File: src/rtl/icvas_pkg.sv
package icvas_pkg;

    // Field widths
    localparam int FUNC_W   = 2;
    localparam int STATUS_W = 3;
    localparam int CMD_W    = 3;
    localparam int RETRY_W  = 4;
    localparam int CFG_W    = 4;

    // Configuration register indexes
    localparam logic CFG_SECOND_INDEX_USED = 1'b0;
    localparam logic CFG_RETRY_LIMIT       = 1'b1;

    // Configuration reset values
    localparam logic               SECOND_INDEX_USED_RST = 1'b1;
    localparam logic [RETRY_W-1:0] RETRY_LIMIT_RST       = 4'd2;

    // Request codes
    localparam logic [FUNC_W-1:0] FUNC_READ    = 2'd0;
    localparam logic [FUNC_W-1:0] FUNC_WRITE   = 2'd1;
    localparam logic [FUNC_W-1:0] FUNC_CONFIRM = 2'd2;
    localparam logic [FUNC_W-1:0] FUNC_EVENT   = 2'd3;

    // Completion status codes
    localparam logic [STATUS_W-1:0] ST_FAILED = 3'd0;
    localparam logic [STATUS_W-1:0] ST_STORED = 3'd1;
    localparam logic [STATUS_W-1:0] ST_READ   = 3'd2;
    localparam logic [STATUS_W-1:0] ST_SAME   = 3'd3;
    localparam logic [STATUS_W-1:0] ST_DIFF   = 3'd4;

    // Issued commands
    localparam logic [CMD_W-1:0] CMD_NONE    = 3'd0;
    localparam logic [CMD_W-1:0] CMD_PI      = 3'd1;
    localparam logic [CMD_W-1:0] CMD_SI      = 3'd2;
    localparam logic [CMD_W-1:0] CMD_READ    = 3'd3;
    localparam logic [CMD_W-1:0] CMD_CONFIRM = 3'd4;
    localparam logic [CMD_W-1:0] CMD_WRITE   = 3'd5;

    typedef enum logic [3:0] {
        PH_IDLE = 4'd0,
        PH_PI_R = 4'd1,
        PH_PI_C = 4'd2,
        PH_PI_W = 4'd3,
        PH_SI_R = 4'd4,
        PH_SI_C = 4'd5,
        PH_SI_W = 4'd6,
        PH_RD   = 4'd7,
        PH_CMP  = 4'd8,
        PH_WR   = 4'd9
    } icvas_phase_t;

    typedef struct packed {
        icvas_phase_t       phase;
        logic [RETRY_W-1:0] retry_count;
        logic               busy;
    } icvas_state_t;

    typedef struct packed {
        logic [CMD_W-1:0] command;
        logic             busy_res;
        logic             finished;
        logic             marked_stored;
    } icvas_result_t;

    // Status that the given step counts as success
    function automatic logic status_ok(icvas_phase_t ph, logic [STATUS_W-1:0] st);
        logic ok;
        case (ph)
            PH_RD:   ok = (st == ST_READ);
            PH_CMP:  ok = (st == ST_SAME) || (st == ST_DIFF);
            default: ok = (st == ST_STORED);
        endcase
        return ok;
    endfunction

    // Command that a step issues again on retry
    function automatic logic [CMD_W-1:0] phase_command(icvas_phase_t ph);
        logic [CMD_W-1:0] cmd;
        case (ph)
            PH_PI_R, PH_PI_C, PH_PI_W: cmd = CMD_PI;
            PH_SI_R, PH_SI_C, PH_SI_W: cmd = CMD_SI;
            PH_RD:                     cmd = CMD_READ;
            PH_CMP:                    cmd = CMD_CONFIRM;
            PH_WR:                     cmd = CMD_WRITE;
            default:                   cmd = CMD_NONE;
        endcase
        return cmd;
    endfunction

endpackage

File: src/rtl/icvas_step.sv
module icvas_step
    import icvas_pkg::*;
(
    input  icvas_state_t          cur,
    input  logic [FUNC_W-1:0]     func,
    input  logic [STATUS_W-1:0]   access_status,
    input  logic                  second_index_used,
    input  logic [RETRY_W-1:0]    retry_limit,
    output icvas_state_t          nxt,
    output icvas_result_t         res
);

    logic [CMD_W-1:0] cmd;
    logic             fin;
    logic             stored;
    logic             retry;

    // Retry while the status is wrong and the limit is not reached
    assign retry = (cur.retry_count < retry_limit) && !status_ok(cur.phase, access_status);

    // Work out the next state and the command for one word
    always_comb
    begin
        nxt    = cur;
        cmd    = CMD_NONE;
        fin    = 1'b0;
        stored = 1'b0;
        if (func != FUNC_EVENT)
        begin
            // Start request: drop any running sequence and restart
            nxt.busy        = 1'b1;
            nxt.retry_count = '0;
            cmd             = CMD_PI;
            case (func)
                FUNC_READ:    nxt.phase = second_index_used ? PH_PI_R : PH_SI_R;
                FUNC_WRITE:   nxt.phase = second_index_used ? PH_PI_W : PH_SI_W;
                default:      nxt.phase = second_index_used ? PH_PI_C : PH_SI_C;
            endcase
        end
        else if (cur.phase != PH_IDLE)
        begin
            if (cur.phase > PH_WR)
            begin
                // Undefined phase code: fall back to idle, busy unchanged
                nxt.phase = PH_IDLE;
            end
            else if (retry)
            begin
                nxt.retry_count = cur.retry_count + 1'b1;
                cmd             = phase_command(cur.phase);
            end
            else
            begin
                // Advance on success or once retries run out
                nxt.retry_count = '0;
                case (cur.phase)
                    PH_PI_R:
                    begin
                        nxt.phase = PH_SI_R;
                        cmd       = CMD_SI;
                    end
                    PH_PI_C:
                    begin
                        nxt.phase = PH_SI_C;
                        cmd       = CMD_SI;
                    end
                    PH_PI_W:
                    begin
                        nxt.phase = PH_SI_W;
                        cmd       = CMD_SI;
                    end
                    PH_SI_R:
                    begin
                        nxt.phase = PH_RD;
                        cmd       = CMD_READ;
                    end
                    PH_SI_C:
                    begin
                        nxt.phase = PH_CMP;
                        cmd       = CMD_CONFIRM;
                    end
                    PH_SI_W:
                    begin
                        nxt.phase = PH_WR;
                        cmd       = CMD_WRITE;
                    end
                    PH_WR:
                    begin
                        nxt.phase = PH_IDLE;
                        nxt.busy  = 1'b0;
                        fin       = 1'b1;
                        stored    = 1'b1;
                    end
                    default:
                    begin
                        // Read or confirm done
                        nxt.phase = PH_IDLE;
                        nxt.busy  = 1'b0;
                        fin       = 1'b1;
                    end
                endcase
            end
        end
    end

    assign res.command       = cmd;
    assign res.busy_res      = nxt.busy;
    assign res.finished      = fin;
    assign res.marked_stored = stored;

endmodule

File: src/rtl/indexed_cv_access_sequencer_core.sv
// Channel   Direction  Handshake              Payload
// in        input      in_valid / in_ready    func, access_status
// out       output     out_valid / out_ready  command, busy_res, finished, marked_stored
// cfg       input      cfg_we                 cfg_index, cfg_data
//
// Each input word yields one output word, visible in the cycle after it is accepted.
// The sequencer state and result register update in the same cycle, so one
// word per cycle is sustained while the output side keeps up.
// in_ready is high while the result register is empty or being drained.
// A stalled output holds the result register and blocks new input words.
// Reset (rst_n low) returns to idle, clears retries and busy, and loads the
// default configuration: secondary index used, retry limit of two.
module indexed_cv_access_sequencer_core
    import icvas_pkg::*;
(
    input  logic                clk,
    input  logic                rst_n,
    input  logic                in_valid,
    output logic                in_ready,
    input  logic [FUNC_W-1:0]   func,
    input  logic [STATUS_W-1:0] access_status,
    output logic                out_valid,
    input  logic                out_ready,
    output logic [CMD_W-1:0]    command,
    output logic                busy_res,
    output logic                finished,
    output logic                marked_stored,
    input  logic                cfg_we,
    input  logic                cfg_index,
    input  logic [CFG_W-1:0]    cfg_data
);

    icvas_state_t       state_reg;
    icvas_state_t       state_next;
    icvas_result_t      res_next;
    icvas_result_t      res_reg;
    logic               out_valid_reg;
    logic               second_index_used_reg;
    logic [RETRY_W-1:0] retry_limit_reg;
    logic               in_fire;

    assign in_ready = !out_valid_reg || out_ready;
    assign in_fire  = in_valid && in_ready;

    icvas_step u_step (
        .cur               (state_reg),
        .func              (func),
        .access_status     (access_status),
        .second_index_used (second_index_used_reg),
        .retry_limit       (retry_limit_reg),
        .nxt               (state_next),
        .res               (res_next)
    );

    // Write configuration registers
    always_ff @(posedge clk or negedge rst_n)
    begin
        if (!rst_n)
        begin
            second_index_used_reg <= SECOND_INDEX_USED_RST;
            retry_limit_reg       <= RETRY_LIMIT_RST;
        end
        else if (cfg_we)
        begin
            case (cfg_index)
                CFG_SECOND_INDEX_USED: second_index_used_reg <= cfg_data[0];
                CFG_RETRY_LIMIT:       retry_limit_reg       <= cfg_data[RETRY_W-1:0];
                default:               ;
            endcase
        end
    end

    // Advance sequencer state on each accepted word
    always_ff @(posedge clk or negedge rst_n)
    begin
        if (!rst_n)
        begin
            state_reg.phase       <= PH_IDLE;
            state_reg.retry_count <= '0;
            state_reg.busy        <= 1'b0;
        end
        else if (in_fire)
        begin
            state_reg <= state_next;
        end
    end

    // Hold the result until it is taken
    always_ff @(posedge clk or negedge rst_n)
    begin
        if (!rst_n)
        begin
            out_valid_reg <= 1'b0;
        end
        else if (in_ready)
        begin
            out_valid_reg <= in_fire;
        end
    end

    always_ff @(posedge clk)
    begin
        if (in_fire)
        begin
            res_reg <= res_next;
        end
    end

    assign out_valid     = out_valid_reg;
    assign command       = res_reg.command;
    assign busy_res      = res_reg.busy_res;
    assign finished      = res_reg.finished;
    assign marked_stored = res_reg.marked_stored;

    // Idle and busy agree
    a_idle_busy: assert property (@(posedge clk) disable iff (!rst_n)
        (state_reg.phase == PH_IDLE) == !state_reg.busy)
        else $error("phase and busy flag disagree");

    // No retries are pending while idle
    a_idle_retry: assert property (@(posedge clk) disable iff (!rst_n)
        !state_reg.busy |-> (state_reg.retry_count == '0))
        else $error("retry count left over while idle");

    // An accepted word always produces a result
    a_result: assert property (@(posedge clk) disable iff (!rst_n)
        in_fire |=> out_valid_reg)
        else $error("accepted word produced no result");

    // A finished sequence leaves the sequencer not busy
    a_finish: assert property (@(posedge clk) disable iff (!rst_n)
        (out_valid_reg && res_reg.finished) |-> !res_reg.busy_res)
        else $error("finished result still busy");

    // A stored mark only comes with a finished sequence
    a_stored: assert property (@(posedge clk) disable iff (!rst_n)
        (out_valid_reg && res_reg.marked_stored) |-> res_reg.finished)
        else $error("stored mark without finish");

endmodule

File: config.mk
export PLATFORM = sky130hd
export DESIGN_NAME = indexed_cv_access_sequencer_core
export DESIGN_NICKNAME = d
export VERILOG_FILES = /design/src/rtl/icvas_pkg.sv /design/src/rtl/icvas_step.sv /design/src/rtl/indexed_cv_access_sequencer_core.sv
export SDC_FILE = /design/constraint.sdc
export NUM_CORES = 1
export LEC_CHECK = 0
export ABC_AREA = 1
export BUFFER_PORTS_ARGS = -buffer_cell sky130_fd_sc_hd__buf_2
export CAP_MARGIN = 40
export CORE_MARGIN = 4
export CORE_UTILIZATION = 50
export DETAILED_ROUTE_END_ITERATION = 8
export GPL_TIMING_DRIVEN = 1
export MAX_ROUTING_LAYER = met4
export PLACE_DENSITY = 0.78
export SLEW_MARGIN = 25
export SYNTH_ARGS = -nofsm -noshare
export SYNTH_HDL_FRONTEND = slang
export SYNTH_SLANG_ARGS = --single-unit
export TNS_END_PERCENT = 10
File: constraint.sdc
create_clock -name clk -period 2.7 [get_ports clk]
set_clock_uncertainty 0.2 [all_clocks]
set_input_delay 0.54 -clock clk [delete_from_list [all_inputs] [get_ports clk]]
set_output_delay 0.54 -clock clk [all_outputs]
set_load 0.02 [all_outputs]
==> results of run 1 <==
[worst paths after layout]
path | endpoint | slack (ps)
worst max-delay path | busy_res$_DFFE_PP_ | 680
worst min-delay path | second_index_used_reg$_DFFE_PN1P_ | 190
worst max register to register | busy_res$_DFFE_PP_ | 680
worst min register to register | retry_limit_reg[1]$_DFFE_PN1P_ | 290
max in group asynchronous | second_index_used_reg$_DFFE_PN1P_ | 1570
min in group asynchronous | out_valid$_DFFE_PN0N_ | 440
[final cells by class]
cell class                      count  area, sq um  area share
Tap cell                           30         37.5      0.0254
Sequential cell                    21          558       0.378
Clock inverter                      1         5.00     0.00339
Multi-Input combinational cell    110          626       0.424
Inverter                           28          108      0.0729
Clock buffer                        3         22.5      0.0153
Timing Repair Buffer               23          120      0.0814
[placed cells by master, fill, tap and decap left out, drive strengths merged]
cell type	synthesis	routed
a21o	1	1
a21oi	14	14
a31oi	1	1
buf	1	22
clkbuf	0	3
clkinv	1	2
dfrtp	13	13
dfstp	2	2
dlygate4sd3	0	1
edfxtp	6	6
ha	4	4
inv	27	27
nand2	42	42
nand3	11	11
nor2	15	15
nor3	4	4
o21ai	14	14
o21bai	1	1
o32ai	1	1
xor2	2	2
[timing repair]
item,CTS,global route
setup endpoints to repair,0,0
hold buffers,1,0
endpoints found under the hold margin,13,0
[synth_stat cells]
library cell / n
dfstp_2: 2
o21ai_0: 10
inv_4: 1
dfrtp_1: 13
a21oi_1: 10
a21oi_4: 1
a21o_1: 1
nand2_4: 1
a21oi_2: 3
nand2_2: 5
buf_4: 1
nor2_1: 13
clkinv_1: 1
o21ai_2: 1
o21ai_1: 3
nand2_1: 36
xor2_1: 2
ha_1: 4
inv_2: 5
a31oi_1: 1
nor2_8: 1
edfxtp_1: 6
o32ai_1: 1
nor3_1: 4
o21bai_4: 1
nand3_2: 1
nand3_1: 9
nand3_4: 1
inv_1: 21
nor2_4: 1
[where the power goes]
group / switching, mW / leakage [nW] / total (mW) / internal, mW
logic: 0.222 / 0.503 / 0.331 / 0.109
clock network: 0.0999 / 0.0177 / 0.155 / 0.0554
registers: 0.0402 / 0.240 / 0.418 / 0.377
[through the flow]
stage | worst slack, ps | cell area [sq um]
floorplan | 831 | 1300
global placement | 728 | 1440
CTS | 668 | 1480
finish | 679 | 1480
detailed placement | 708 | 1440
global route | 588 | 1480
[worst register-to-register path, delay by kind of cell, from the launching register on]
family          cells  cell delay (ps)
simple gates        5              500
buf+inv             3              130
flops               1              540
fa+ha+maj           1              260
compound gates      2              270
[layer usage]
layer | vias up | wire length (um) | share of wire
li1 | 569 | - | -
met1 | 506 | 1070 | 0.44
met2 | 39 | 1100 | 0.46
met3 | 9 | 166 | 0.068
met4 | 0 | 79 | 0.033
met5 | - | 0 | 0
[cells by family (layout without fill, tap and decap cells)]
family / Yosys count / in the layout / share of synthesized area
XOR/XNOR: 2 / 2 / 0.0135
flip-flops: 21 / 21 / 0.430
buffers and inverters: 29 / 55 / 0.0886
adder cells (fa/ha/maj): 4 / 4 / 0.0385
AND/OR/NAND/NOR: 72 / 72 / 0.270
AO/OA/AOI/OAI: 32 / 32 / 0.160
==> impl_results.md, run 1 <==
* Status: finished, final reports clean
* CP required at 2680 ps
* Final Total Pwr at 0.904 mW
* GRT overflow at 0
* Setup_tns at 0 ps
* Total GRT Usage at 0.154
* Syn Nets at 179
* Die Ht at 59.0 um
* Port Buffer Count at 22
* First-pass GRT wire length at 4040 um
* Max Clock Freq at 495 MHz
* GRT met2 Usage at 0.256
* Row cnt at 18
* Mapped Cells at 160
* # DRC at 0
* CP Max Fanout at 6
* WP data arrival at 2000 ps
* Diode count at 0
* Initial drt markers at 28
* GR met3 Demand/Resource at 0.0263
* H-Tree Depth at 1
* Hold Path Class: in -> reg
* Layout Nets at 206
* Post-CTS Resized at 0
* HPWL Detailed at 1900 um
* Startpoint Class: flip-flop
* Peak supply drop at 0.391 mV
* Hold depth at 2
* CP Capture Type: flip-flop
* CTS Buf Count at 3
* Io pins at 23
* Slowest stage cell, crit path: dfstp_2
* GRT Max-Usage Layer: met2
* Met1 Use GR at 0.176
* Clock Tree Buf Depth at 2
* Share of layout cells above drive strength 1 at 0.269
* RR Startpoint: retry_limit_reg[1]$_DFFE_PN1P_
* Worst Hold Slack at 187 ps
* Crit path depth at 11
* Synth unique cells at 30
* Min Tclk post-route at 2020 ps
* RSZ-0062 raised after global routing: no
* Area growth from synthesis to layout at 13.7%
* R2R depth at 11
* Least-Margin Pin Slew at 464 ps
* Reg clk slew, reported paths at 120 ps
* Die Width at 59.0 um
* CP bufs+invs at 3
* Initial Utilization at 0.524
* RD Place Congestion at 0.926
* Synth area leaders: dfrtp_1, edfxtp_1, nand2_1, inv_1, dfstp_2
* CTS sink count at 21
* Number of global-route vias before repair at 1027
* Endpoints failing setup at 0
* Post-CTS setup buffer count at 0
* Layout fillers at 225
* Clock tree from TritonCTS: yes
* Cell Area, Synth at 1300 sq um
* Routed wire length at 2430 um
* Synth Warn # at 0
* Core area at 2480 sq um
* Max_cap viols at 0
* Average size of a mapped cell at 8.12 sq um
* Power Dens Cells at 612 nW/um^2
* Clock latency on the worst-skew pair at 310 ps
* CP peak stage delay at 540 ps
* Post-synth top area share at 0.250
* Crit path cell chain: inv_1 -> ha_1 -> nand2_1 -> nand2_1 -> a21oi_4 -> nand3_4 -> nand2_2 -> inv_2 -> nand2_2 -> inv_2 -> a21oi_2
* Max reg flops at 9
* Delay-heaviest family, CP: flip-flops
* Hold Startpoint: cfg_we
* DR vias/cell at 5.20
* First-pass detailed-route iteration total at 4
* Root buf cell: clkbuf_4
* Routed wire length per instance at 11.2 um
* Sequential element share of the synthesized area at 0.430
* Endpoints failing hold at 0
* CP Class: reg -> reg
* Post-layout util at 0.596
* Finished Layout Cells at 216
* Routed vias at 1123
* Leak pwr at 0.761 nW
* Critical Path Start: retry_limit_reg[1]$_DFFE_PN1P_
* Initial antenna violation count at 0
* Slew margin rel. at 0.688
* Seq cells post-synth at 21
* Largest net degree at the start of global routing at 16
* Max-slew violations at 0
* DRT antenna net count at 0
* Area leader, netlist: dfrtp_1
* Period utilization at 0.748
* DP Cell Count at 211
* Die ar. at 3480 sq um
(Power assumes the default switching activity.)
==> inputs of run 2 (changes only) <==
--- a/config.mk
+++ b/config.mk
@@ -5,7 +5,7 @@
 export SDC_FILE = /design/constraint.sdc
 export NUM_CORES = 1
 export LEC_CHECK = 0
-export ABC_AREA = 1
+export ABC_AREA = 0
 export BUFFER_PORTS_ARGS = -buffer_cell sky130_fd_sc_hd__buf_2
 export CAP_MARGIN = 40
 export CORE_MARGIN = 4
==> constraint.sdc (replaced) <==
create_clock -name clk -period 1.99 [get_ports clk]
set_clock_uncertainty 0.2 [all_clocks]
set_input_delay 0.398 -clock clk [delete_from_list [all_inputs] [get_ports clk]]
set_output_delay 0.398 -clock clk [all_outputs]
set_load 0.02 [all_outputs]
==> run 2 against run 1 <==
Net effect:
- the run now ends with setup timing left
- non-clock buffer count up 16
- maximum frequency down 15%
- synthesized area down 0.58%
- synthesized cell count down 17%
- core utilization up 6.3 points
- global-route usage up 5.0 points
- sequential cell count unchanged
- combinational power up 89%
- wire length up 34%
==> impl_results.md, run 2 <==
* Synth cell count leaders: dfrtp_1, nand2_1, nor2_1
* Internal power at 0.853 mW
* Period utilization at 1.20
* Diode count at 0
* Area after DPL at 1530 sq um
* Least-Margin Pin Slew at 397 ps
* Routed wire length per instance at 16.2 um
* RR Startpoint: state_reg[7]$_DFFE_PN0P_
* Leak pwr at 0.704 nW
* Initial Utilization at 0.521
* Post-synth top area share at 0.252
* Seq. cell area at 558 sq um
* Synth Warn # at 0
* R2R setup slack at -390 ps
* Reg power frac at 0.391
* Root buf cell: clkbuf_4
* Synth unique cells at 42
* Combinational share of power at 0.452
* RD Place Congestion at 0.941
* Status: finished with violations
* CP Capture Type: flip-flop
* Slew margin rel. at 0.734
* Max_cap viols at 0
* Net Sw Frac at 0.385
* Number of global-route vias before repair at 1176
* H-Tree Depth at 1
* Max-slew violations at 0
* Peak supply drop at 0.581 mV
* Total GRT Usage at 0.204
* Most frequent cells in the layout: buf_2, buf_4, dfrtp_1
* Sw power at 0.534 mW
* Max Clock Freq at 419 MHz
* Commonest non-fill, non-tap cell in the layout: buf_2
* Layout Nets at 190
* Synth area leaders: dfrtp_1, edfxtp_1, mux2_2, dfstp_2, ha_1
* GRT overflow at 0
* CP Class: reg -> reg
* Max reg flops at 9
* Die Ht at 58.8 um
* Sequential element share of the synthesized area at 0.432
* Multi-input combinational cell area at 734 sq um
* Async SR Flop Fraction at 0.714
* DRT antenna net count at 0
* Endpoints failing hold at 0
* CP required at 2010 ps
* Row cnt at 18
* Largest net degree at the start of global routing at 16
* Routed vias at 1183
* Min Tclk post-route at 2380 ps
* Synth Flop Type: dfrtp_1
* WP data arrival at 2400 ps
* Startpoint Class: flip-flop
* Seq cells post-synth at 21
* CP Max Fanout at 4
* Final setup margin at -394 ps
* Die ar. at 3460 sq um
* Core area at 2480 sq um
* RSZ-0062 raised after global routing: yes
* Die Width at 58.8 um
* RR Endpoint: state_reg[8]$_DFFE_PN0P_
* Post-route cell area at 1630 sq um
* Syn Nets at 152
* DR vias/cell at 5.92
* CTS Buf Count at 3
* Clock power frac at 0.157
* Layout fillers at 204
* Initial drt markers at 61
* HPWL Detailed at 2350 um
* Critical Path Start: state_reg[7]$_DFFE_PN0P_
* Mapped Cells at 133
* First-pass GRT wire length at 5220 um
* Area growth from synthesis to layout at 26.4%
* Io pins at 23
* Post-synth EDFFs at 6
* First-pass detailed-route iteration total at 4
* Reg clk slew, reported paths at 130 ps
* Port Buffer Count at 22
* Routed wire length at 3250 um
* Violated checks: setup timing
* Average size of a mapped cell at 9.71 sq um
* Hold Startpoint: in_valid
* Share of layout cells above drive strength 1 at 0.376
* Area leader, netlist: dfrtp_1
* Power Dens Cells at 850 nW/um^2
* Clock Tree Buf Depth at 2
* Hold Path Class: in -> reg
* CTS sink count at 21
* Endpoints failing setup at 15
* # DRC at 0
* Final Total Pwr at 1.39 mW
* End of the critical path: state_reg[8]$_DFFE_PN0P_
* R2R depth at 6
* Most numerous cell in the Yosys netlist: dfrtp_1
* Cell Area, Synth at 1290 sq um
* Clock tree from TritonCTS: yes
* Initial antenna violation count at 0
* Clock latency on the worst-skew pair at 320 ps
==> run 2: cell types whose count changed after synthesis, sizes merged, moves of 5 or more <==
cell,change
inv,-19
clkbuf,+5
nand2b,+6
nor2,-6
a21oi,-6
mux2,+8
o21ai,-5
nand3,-7
nand2,-31
==> run 2: layout make-up <==
cell class              count  share of cell area
repair buffers             39               0.150
well taps                  30              0.0230
clock inverters             1             0.00307
clock buffers               3              0.0138
flip-flops and latches     21               0.342
multi-input cells          98               0.450
inverters                   8              0.0184
==> run 2: power by group through the flow <==
stage | sequential (mW) | clock, mW | combinational [mW]
final | 0.542 | 0.218 | 0.626
after global routing | 0.550 | 0.240 | 0.686
after CTS | 0.543 | 0.221 | 0.567
after detailed placement | 0.552 | 0 | 0.563
after global placement | 0.545 | 0 | 0.534
after floorplan | 0.565 | 0 | 0.351
==> run 2: through the flow <==
stage	setup slack (ps)	util	hold WS, ps	setup TNS (ps)	instances
2_1_floorplan	-193	-	-97.6	-2000	133
3_3_place_gp	-341	0.618	110	-3640	195
3_5_place_dp	-382	0.618	117	-4270	195
4_1_cts	-406	0.633	87.3	-4570	200
5_1_grt	-461	0.659	70.6	-5840	200
6_report	-394	0.659	89.5	-4430	200
==> run 2: kinds of logic (layout without fill, tap and decap cells) <==
family                   count (synthesis)  after routing  share of synthesized area
flip-flops                              21             21                      0.432
AND/OR/NAND/NOR                         49             49                      0.213
multiplexers                            10             10                     0.0853
XOR/XNOR                                 1              1                    0.00678
buffers and inverters                   14             51                     0.0465
AO/OA/AOI/OAI                           34             34                      0.177
adder cells (fa/ha/maj)                  4              4                     0.0388
==> run 2: layer usage <==
metal / track usage / wire [um]
met1: 0.245 / 1270
met2: 0.338 / 1700
met3: 0.0285 / 228
met4: 0.0939 / 46
met5: - / 0
==> run 2: critical path, cell delays in order (launching register included) <==
cell and delay (ps):
dfrtp_1 400, or4b_4 570, or2_4 260, a31oi_4 230, buf_6 130, o31a_4 160
mux2_2 340
==> run 2: how the worst min path moves through the flow <==
stage / endpoint / slack [ps] / depth (start not counted)
after global routing: out_valid$_DFFE_PN0N_ / 70 / 2
after floorplan: out_valid$_DFFE_PN0N_ / -100 / 0
after global placement: out_valid$_DFFE_PN0N_ / 110 / 1
after CTS: out_valid$_DFFE_PN0N_ / 90 / 2
after detailed placement: state_reg[0]$_DFFE_PN0P_ / 120 / 1
final: out_valid$_DFFE_PN0N_ / 90 / 2
==> run 2: repair_timing <==
action,in CTS,in global routing
hold endpoints to repair,13,0
hold buffers,1,0
resized for setup,1,13
setup buffers,0,1
pin swaps,2,3
setup endpoints to repair,15,15
